**src/design/tkct_pkg.sv**
```systemverilog
// Shared types and constants for the typed key cache table.
package tkct_pkg;

  localparam int unsigned KeyTypeBits = 8;
  localparam int unsigned CookieBits = 64;
  localparam int unsigned PortPayloadBits = 32;

  typedef enum logic [1:0] {
    MODE_INSERT = 2'd0,
    MODE_LOOKUP = 2'd1,
    MODE_REMOVE = 2'd2,
    MODE_NONE   = 2'd3
  } mode_e;

  typedef enum logic [1:0] {
    ST_OK   = 2'd0,
    ST_DUP  = 2'd1,
    ST_MISS = 2'd2,
    ST_FULL = 2'd3
  } status_e;

  typedef enum logic [2:0] {
    S_IDLE = 3'b001,
    S_SCAN = 3'b010,
    S_DONE = 3'b100
  } state_e;

endpackage

```
**src/design/tkct_ram.sv**
```systemverilog
// Generic single-write, single-read RAM with a registered read port.
module tkct_ram #(
  parameter int unsigned Width = 8,
  parameter int unsigned Depth = 16
) (
  input  logic                     clk_i,
  input  logic                     we_i,
  input  logic [$clog2(Depth)-1:0] waddr_i,
  input  logic [Width-1:0]         wdata_i,
  input  logic [$clog2(Depth)-1:0] raddr_i,
  output logic [Width-1:0]         rdata_o
);

  logic [Width-1:0] mem_q [Depth];
  logic [Width-1:0] rdata_q;

  always_ff @(posedge clk_i) begin
    if (we_i) begin
      mem_q[waddr_i] <= wdata_i;
    end
    rdata_q <= mem_q[raddr_i];
  end

  assign rdata_o = rdata_q;

endmodule

```
**src/design/typed_key_cache_table.sv**
```systemverilog
// Top level of the typed key cache table: request sequencer, key compare and valid bits.
// Each request walks the entries one per cycle through a single key comparator fed by
// the entry RAM. The result is registered at the output once the scan ends at the first
// matching entry, where the scan stops, or at the last entry.
// One request is in flight at a time; the next one is accepted only after the result
// reaches the output register. Reset is asynchronous and active low; it clears all
// valid bits at once, so no clearing pass is needed and the table starts empty.
module typed_key_cache_table
  import tkct_pkg::*;
#(
  parameter int unsigned ENTRIES = 16,
  parameter int unsigned PAYLOAD_BITS = 32
) (
  input  logic                       clk_i,
  input  logic                       rst_ni,
  input  logic                       in_valid_i,
  output logic                       in_stall_o,
  input  logic [1:0]                 mode_i,
  input  logic [KeyTypeBits-1:0]     key_type_i,
  input  logic [CookieBits-1:0]      cookie_key_i,
  input  logic [PortPayloadBits-1:0] payload_in_i,
  output logic                       out_valid_o,
  input  logic                       out_stall_i,
  output logic [1:0]                 status_o,
  output logic [PortPayloadBits-1:0] payload_out_o
);

  localparam int unsigned IdxW = $clog2(ENTRIES);
  localparam int unsigned StoreBits =
      (PAYLOAD_BITS < PortPayloadBits) ? PAYLOAD_BITS : PortPayloadBits;
  localparam int unsigned RamW = KeyTypeBits + CookieBits + StoreBits;
  localparam logic [IdxW-1:0] LastIdx = IdxW'(ENTRIES - 1);

  state_e state_q, state_d;
  logic [ENTRIES-1:0] valid_q, valid_d;
  logic [IdxW-1:0] idx_q, idx_d;
  logic free_found_q, free_found_d;
  logic [IdxW-1:0] free_idx_q, free_idx_d;

  mode_e mode_q;
  logic [KeyTypeBits-1:0] type_q;
  logic [CookieBits-1:0] cookie_q;
  logic [StoreBits-1:0] payload_q;

  status_e res_status_q, res_status_d;
  logic [StoreBits-1:0] res_payload_q, res_payload_d;

  logic out_valid_q, out_valid_d;
  logic [1:0] out_status_q;
  logic [PortPayloadBits-1:0] out_payload_q;

  logic accept;
  logic [IdxW-1:0] raddr;
  logic [RamW-1:0] rdata;
  logic we;
  logic [IdxW-1:0] waddr;
  logic hit;
  logic last;
  logic free_now;
  logic [IdxW-1:0] free_sel;
  logic out_load;

  assign accept = in_valid_i && (state_q == S_IDLE);
  assign in_stall_o = (state_q != S_IDLE);

  assign hit = valid_q[idx_q]
      && (rdata[RamW-1 -: KeyTypeBits] == type_q)
      && (rdata[StoreBits +: CookieBits] == cookie_q);
  assign last = (idx_q == LastIdx);
  assign free_now = free_found_q || !valid_q[idx_q];
  assign free_sel = free_found_q ? free_idx_q : idx_q;
  assign out_load = (state_q == S_DONE) && (!out_valid_q || !out_stall_i);

  always_comb begin
    raddr = '0;
    if (state_q == S_SCAN && !last) begin
      raddr = idx_q + IdxW'(1);
    end
  end

  always_comb begin
    state_d = state_q;
    valid_d = valid_q;
    idx_d = idx_q;
    free_found_d = free_found_q;
    free_idx_d = free_idx_q;
    res_status_d = res_status_q;
    res_payload_d = res_payload_q;
    we = 1'b0;
    waddr = free_sel;
    unique case (state_q)
      S_IDLE: begin
        if (accept) begin
          state_d = S_SCAN;
          idx_d = '0;
          free_found_d = 1'b0;
        end
      end
      S_SCAN: begin
        if (!free_found_q && !valid_q[idx_q]) begin
          free_found_d = 1'b1;
          free_idx_d = idx_q;
        end
        idx_d = idx_q + IdxW'(1);
        if (hit || last) begin
          state_d = S_DONE;
          res_payload_d = '0;
          res_status_d = ST_MISS;
          unique case (mode_q)
            MODE_INSERT: begin
              if (hit) begin
                res_status_d = ST_DUP;
              end else if (free_now) begin
                res_status_d = ST_OK;
                we = 1'b1;
                valid_d[free_sel] = 1'b1;
              end else begin
                res_status_d = ST_FULL;
              end
            end
            MODE_LOOKUP, MODE_REMOVE: begin
              if (hit) begin
                res_status_d = ST_OK;
                res_payload_d = rdata[StoreBits-1:0];
                if (mode_q == MODE_REMOVE) begin
                  valid_d[idx_q] = 1'b0;
                end
              end
            end
            default: begin
              res_status_d = ST_MISS;
            end
          endcase
        end
      end
      S_DONE: begin
        if (out_load) begin
          state_d = S_IDLE;
        end
      end
      default: begin
        state_d = S_IDLE;
      end
    endcase
  end

  always_comb begin
    out_valid_d = out_valid_q;
    if (out_load) begin
      out_valid_d = 1'b1;
    end else if (!out_stall_i) begin
      out_valid_d = 1'b0;
    end
  end

  always_ff @(posedge clk_i or negedge rst_ni) begin
    if (!rst_ni) begin
      state_q <= S_IDLE;
      valid_q <= '0;
      out_valid_q <= 1'b0;
    end else begin
      state_q <= state_d;
      valid_q <= valid_d;
      out_valid_q <= out_valid_d;
    end
  end

  always_ff @(posedge clk_i) begin
    idx_q <= idx_d;
    free_found_q <= free_found_d;
    free_idx_q <= free_idx_d;
    res_status_q <= res_status_d;
    res_payload_q <= res_payload_d;
    if (accept) begin
      mode_q <= mode_e'(mode_i);
      type_q <= key_type_i;
      cookie_q <= cookie_key_i;
      payload_q <= payload_in_i[StoreBits-1:0];
    end
    if (out_load) begin
      out_status_q <= res_status_q;
      out_payload_q <= PortPayloadBits'(res_payload_q);
    end
  end

  tkct_ram #(
    .Width(RamW),
    .Depth(ENTRIES)
  ) u_entry_ram (
    .clk_i  (clk_i),
    .we_i   (we),
    .waddr_i(waddr),
    .wdata_i({type_q, cookie_q, payload_q}),
    .raddr_i(raddr),
    .rdata_o(rdata)
  );

  assign out_valid_o = out_valid_q;
  assign status_o = out_status_q;
  assign payload_out_o = out_payload_q;

endmodule
```
**config.mk**
```make
export PLATFORM = sky130hd
export DESIGN_NAME = typed_key_cache_table
export DESIGN_NICKNAME = d
export VERILOG_FILES = /design/src/design/tkct_pkg.sv /design/src/design/tkct_ram.sv /design/src/design/typed_key_cache_table.sv
export SDC_FILE = /design/constraint.sdc
export NUM_CORES = 2
export LEC_CHECK = 0
export BUFFER_PORTS_ARGS = -buffer_cell sky130_fd_sc_hd__clkbuf_2
export CORE_UTILIZATION = 65
export CTS_CLUSTER_DIAMETER = 150
export DETAILED_ROUTE_END_ITERATION = 7
export GPL_TIMING_DRIVEN = 1
export PLACE_DENSITY_LB_ADDON = 0.15
export SLEW_MARGIN = 30
export SYNTH_ARGS = -nofsm -noshare
export SYNTH_HDL_FRONTEND = slang
export SYNTH_SLANG_ARGS = --single-unit
export TNS_END_PERCENT = 50
```
**constraint.sdc**
```tcl
create_clock -name clk_i -period 13.18 [get_ports clk_i]
set_input_delay 2.636 -clock clk_i [delete_from_list [all_inputs] [get_ports clk_i]]
set_output_delay 2.636 -clock clk_i [all_outputs]
set_load 0.005 [all_outputs]
```
Word level (Yosys, flattened, before mapping)
Memory sizes are Yosys's and may differ from the RTL's. A register that Yosys moved wholly into a read port is not among the register bits.
Index checks and enable logic that the tools add are counted.
W data, S select, Z words.
{"block": "op_classes", "bitwise_logic": 3, "eq_ne": 18, "order_cmp": 4, "add_sub_neg": 1, "mux": 35, "n_reduce_logical": 27}
{"op": "$eq A64 B64 Y1", "count": 1}
{"op": "$mux W16", "count": 4}
{"op": "$pmux W16 S2", "count": 1}
{"op": "$and A16 B16 Y16", "count": 1}
{"op": "$not A16 Y16", "count": 1}
{"op": "$or A16 B16 Y16", "count": 1}
{"op": "$mux W1", "count": 14}
{"op": "$mux W4", "count": 3}
{"op": "$ne A2 B2 Y1 const B", "count": 6}
{"op": "$lt A4 B5 Y1 const B", "count": 2}
{"op": "$mux W3", "count": 3}
{"op": "$pmux W3 S3", "count": 1}
{"op": "$demux W1 S4", "count": 2}
{"op": "$eq A8 B8 Y1", "count": 1}
{"op": "$ge A4 B1 Y1 const B", "count": 2}
{"op": "$logic_and A1 B1 Y1", "count": 8}
{"op": "$pmux W4 S2", "count": 1}
{"op": "$reduce_and A2 Y1", "count": 4}
{"op": "$reduce_and A7 Y1", "count": 1}
{"op": "$mux W2", "count": 3}
{"op": "$ne A2 B1 Y1 const B", "count": 3}
{"op": "$reduce_and A3 Y1", "count": 2}
{"op": "$logic_not A1 Y1", "count": 5}
{"op": "$add A4 B1 Y4 const B", "count": 1}
{"op": "other kinds (14)", "count": 17}
{"block": "totals", "ramBits": 1664, "mem_count": 1, "elab_cells": 103, "inputBits": 110, "register_bits": 203}
{"name": "u_entry_ram.mem_q", "depth": 16, "word_bits": 104, "rd": 1, "rd_ports_with_merged_regs": 1, "wr": 1, "line": "tkct_ram.sv:14", "rtl": "logic [Width-1:0] mem_q [Depth];"}

Depth between registers and ports, before layout
{"block": "depth", "ltp_word": 11, "mapped_depth": 13, "ltp_nobuf": 10}

Modules after synthesis
From an unflattened synthesis, not the netlist that was laid out.
{"block": "unflattened", "hier_cells": 3145, "hier_area_um2": 72240.5}
{"mod": "tkct_ram", "cells_per_inst": 2662, "area_per_inst_um2": 64257.9, "n_inst": 1, "seq_area_each_um2": 52049.9}
{"mod": "typed_key_cache_table", "cells_per_inst": 483, "area_per_inst_um2": 7982.7, "n_inst": 1, "seq_area_each_um2": 5997.0}

Least setup slack after synthesis
OpenSTA, ideal clock, no wires.
{"block": "synth_path", "kind": "register -> register", "startpoint": "reg idx_q[0]", "endpoint": "mem u_entry_ram.mem_q[10][0] in the netlist's numbering (enable)", "t_required_ns": 12.612, "t_arrival_ns": 6.428, "path_buffers": 1, "path_slack_ns": 6.184, "stages_incl_launch_ff": 9, "setup_ns": 0.568, "cell_sequence": "edfxtp_1 -> buf_6 -> mux4_1 -> mux2_2 -> o21a_4 -> nor3b_4 -> a21oi_4 -> nand3_1 -> nor2_1"}
{"block": "synth_between", "elab_chain_len": 11}
{"item": "start: declaration", "line": "typed_key_cache_table.sv:36", "rtl": "logic [IdxW-1:0] idx_q, idx_d;"}
{"item": "start signal: assignment", "line": "typed_key_cache_table.sv:169", "rtl": "idx_q <= idx_d;"}
{"item": "$bmux W1 S4", "line": "typed_key_cache_table.sv:66, typed_key_cache_table.sv:70"}
{"item": "$mux W1 (not written as such)", "line": "typed_key_cache_table.sv:66, typed_key_cache_table.sv:70"}
{"item": "$logic_not A1 Y1", "line": "typed_key_cache_table.sv:70", "rtl": "assign free_now = free_found_q || !valid_q[idx_q];"}
{"item": "$logic_or A1 B1 Y1", "line": "typed_key_cache_table.sv:70"}
{"item": "$mux W1", "line": "typed_key_cache_table.sv:113", "rtl": "end else if (free_now) begin"}
{"item": "$mux W1", "line": "typed_key_cache_table.sv:111", "rtl": "if (hit) begin"}
{"item": "$mux W1", "line": "typed_key_cache_table.sv:109", "rtl": "unique case (mode_q)"}
{"item": "$mux W1", "line": "typed_key_cache_table.sv:105", "rtl": "if (hit || last) begin"}
{"item": "$mux W1", "line": "typed_key_cache_table.sv:91", "rtl": "unique case (state_q)"}
{"item": "$mux W1", "line": "tkct_ram.sv:18", "rtl": "if (we_i) begin"}
{"item": "$mux W1 (not written as such)", "line": "tkct_ram.sv:19", "rtl": "mem_q[waddr_i] <= wdata_i;"}
{"item": "end: declaration", "line": "tkct_ram.sv:14"}
Several ways; a longest one is shown, not always the timed one. The select of a mux whose other input is x is not followed.

Final worst setup path
{"block": "layout_path", "startpoint": "reg state_q[0]", "endpoint": "reg u_entry_ram.rdata_q[58] (netlist: u_entry_ram.rdata_o[58]), read port of u_entry_ram.mem_q"}
{"block": "layout_between", "elab_chain_len": 3}
{"item": "start: declaration", "line": "typed_key_cache_table.sv:34", "rtl": "state_e state_q, state_d;"}
{"item": "start signal: assignment", "line": "typed_key_cache_table.sv:162", "rtl": "state_q <= state_d;"}
{"item": "$eq A3 B2 Y1", "line": "typed_key_cache_table.sv:76", "rtl": "if (state_q == S_SCAN && !last) begin"}
{"item": "$logic_and A1 B1 Y1", "line": "typed_key_cache_table.sv:76"}
{"item": "$mux W4", "line": "typed_key_cache_table.sv:76"}
{"item": "end: declaration", "line": "tkct_ram.sv:15", "rtl": "logic [Width-1:0] rdata_q;"}
No other way between the ends.
A chain may end at the register's enable or synchronous reset.

==> results.yml <==
clock_tree:
  cts.clk_slew.worst_paths_ns: 0.06
  cts_root_buf: "clkbuf_16"
  clk_path_buf_depth: 3
  cts_tree: "done"
  cts_num_sinks: 1971
  post_cts_buffers: 0
  cts_buffers: 187
  htreeDepth: 4
  ctsHoldBuffers: 0
  clkLatencyLatePin_ns: 0.82
  cts-resized-gates: 0
critical_path:
  critPathMaxFanout: 171
  required_ns: 13.91
  reg2reg_depth: 12
  endpoint_kind: "flip-flop"
  endpoint: "u_entry_ram.rdata_o[58]"
  start_kind: "flip-flop"
  worstSetupStartpoint: "state_q[0]"
  worstReg2RegEnd: "u_entry_ram.rdata_o[58]"
  reg2reg_slack_ns: 7.45
  crit_type: "reg2reg"
  r2r_start: "state_q[0]"
  arrival_ns: 6.46
yosys:
  ys_seq_area_frac: 0.765
  synthTopCellsByCount: "edfxtp_1, nand2_1, o21ai_0, clkbuf_1, a311oi_1"
  synth_top_family_by_area: "compound AO/OA/AOI/OAI gates"
  synthSimpleGateAreaFrac: 0.0967
  avgSynthCellArea_sq_um: 14.3
  synth_compound_area_frac: 0.105
  synth_flop_cell: "edfxtp_1"
  synth_edf_count: 1847
  synth_top_area_cell: "edfxtp_1"
  synthCells: 5305
  async_reset_ff_frac: 0.0101
  synth.area.top_cells: "edfxtp_1, a311oi_1, nand2_1"
  muxShareOfSynthArea: 0.00153
  syn_area_sq_um: 75900
  yosysWarnings: 0
  synthXorXnorAreaFrac: 0.00854
  synth_nets: 5422
  ys_seq_elements: 1971
  synth_fa_ha_area_frac: 0.00115
  synth_top_area_frac: 0.731
  synth.distinct_cells: 55
  synth.most_common_cell: "edfxtp_1"
routing:
  route.met2.wl_um: 92500
  route.top_layer_used: "met5"
  drtAntennaViolNets: 0
  drt-met1-wl_um: 75500
  wl_met3_um: 23100
  first_iter_violations: 7043
  dr.pass1.iters: 6
  routed_wl_um: 197000
  routedWlPerCell_um: 28.2
  vias: 47927
  vias_per_cell: 6.87
  drc_errors: 0
power:
  design_power_total_mw: 15.6
  p_leak_nw: 28.2
  powerDensity_nw_per_um2: 186
  ir_worst_vdd_uv: 168
sta:
  timing.final.crit_share: 0.435
  fin_crit_ns: 5.73
  fin_worst_skew_ns: 0.0383
  fin_tns_setup_ns: 0
  drv_slew: 0
  setup_viol: 0
  maxSlewHeadroom: 0.286
  hold_viol: 0
  setup_ws_ns: 7.45
  rsz0062_at_grt: "no"
  worst_pin_slew_ns: 1.07
  fmax_mhz: 174
die:
  initial_core_util: 0.659
  die_w_um: 344
  dieArea_sq_um: 118000
  coreArea_sq_um: 115000
  io_pins: 146
  rows: 124
  fp.dieH_um: 344
finish:
  fin_area_sq_um: 84000
  nets: 5416
  nFillCells: 7149
  final_cells: 6973
  drive_gt1_frac: 0.0983
  areaGrowthSynthToFinish_pct: 10.7
  n_antenna_cell: 0
place:
  hpwl_um: 89200
  dpl_cell_area_sq_um: 77900
  dp_cells: 6615
  dp_slack_ns: 7.22
  gp_congestion: 0.840
  numPortBuffers: 145
global_routing:
  grt_pass1_wl_um: 289000
  grt_overflow: 0
  grt_use_total: 0.333
  grt_pass1_vias: 45729
  antenna_found_initial: 6
  grt_max_degree: 231
hold_path:
  hold_class: "reg2reg"
  hold_depth: 0
outcome:
  status: "finished, final reports clean"
job:
  cap_violations: 0
stage by stage:
stage,utilization,hold slack [ns]
3_5_place_dp,0.676,0.407
6_report,0.730,0.406
3_3_place_gp,0.676,0.402
5_1_grt,0.730,0.397
4_1_cts,0.728,0.396
2_1_floorplan,-,0.400
cell type report:
type	instances	area, sq um	area share
clock buffers	273	5290	0.0629
repair buffers	230	1710	0.0203
clock inverters	78	688	0.00819
flip-flops and latches	1971	58000	0.691
well taps	1512	1890	0.0225
inverters	14	65.1	0.000774
multi-input cells	2895	16400	0.195
cells in the final DEF, fill, tap and decap left out, types with 4 or more instances in the layout:
cell / instances
buf_16: 8
edfxtp_1: 1847
clkinv_2: 35
nand4_1: 10
inv_6: 5
a31oi_1: 107
o32a_1: 4
inv_1: 12
nand3_1: 216
buf_6: 6
a21oi_1: 107
ha_1: 7
buf_4: 58
clkbuf_8: 18
nand2_1: 650
clkbuf_16: 192
nor4_1: 18
bufinv_16: 8
clkinv_8: 6
clkinv_1: 22
nor2_4: 19
mux4_1: 4
nand2b_1: 5
nor2_1: 217
a211oi_1: 209
and3_1: 208
xor2_1: 73
dfxtp_1: 104
nor3_1: 212
a311oi_1: 312
buf_12: 13
and2_1: 33
o21ai_0: 442
clkbuf_2: 145
clkbuf_1: 63
dfrtp_1: 19
power by group:
part	total [mW]	switching (mW)	internal, mW
sequential	7.70	0.357	7.34
clock	5.22	2.27	2.95
combinational	2.73	1.92	0.813
layer usage:
layer | up-vias | track usage
met5 | - | 0
met4 | 10 | 0.119
met3 | 398 | 0.0568
met2 | 3301 | 0.520
met1 | 23744 | 0.481
li1 | 20474 | -
logic make-up (layout without fill, tap and decap cells):
| family | Yosys count | in the layout |
|---|---|---|
| flip-flops | 1971 | 1971 |
| AND/OR/NAND/NOR | 1609 | 1609 |
| AO/OA/AOI/OAI | 1200 | 1200 |
| buffers and inverters | 439 | 595 |
| XOR/XNOR | 74 | 74 |
| adder cells (fa/ha/maj) | 7 | 7 |
| multiplexers | 5 | 5 |
flip-flops by register name, indices dropped and copies added (netlist names), 8 cells and up:
signal,flops
type_q,8
res_payload_q,32
payload_out_o,32
u_entry_ram.mem_q,1664
payload_q,32
u_entry_ram.rdata_o,104
cookie_q,64
valid_q,16
critical path, stage by stage, from the launching register on:
cell	delay [ns]
dfstp_2	0.58
nor2_1	0.06
nand2_1	0.55
inv_1	0.26
nand2_8	0.47
inv_8	0.39
nand2_4	0.80
buf_12	0.66
buf_12	0.77
a211oi_1	0.18
a311oi_1	0.32
a31oi_1	0.10
a21oi_1	0.23
how the worst min path moves through the flow:
stage	startpoint	end	slack [ns]
2_1_floorplan	res_payload_q[0]	payload_out_o[0]	0.40
3_3_place_gp	res_payload_q[18]	payload_out_o[18]	0.40
3_5_place_dp	res_payload_q[10]	payload_out_o[10]	0.41
4_1_cts	res_payload_q[10]	payload_out_o[10]	0.40
5_1_grt	res_payload_q[10]	payload_out_o[10]	0.40
6_report	res_payload_q[9]	payload_out_o[9]	0.41
No activity file was read; power rests on OpenSTA's default activity.
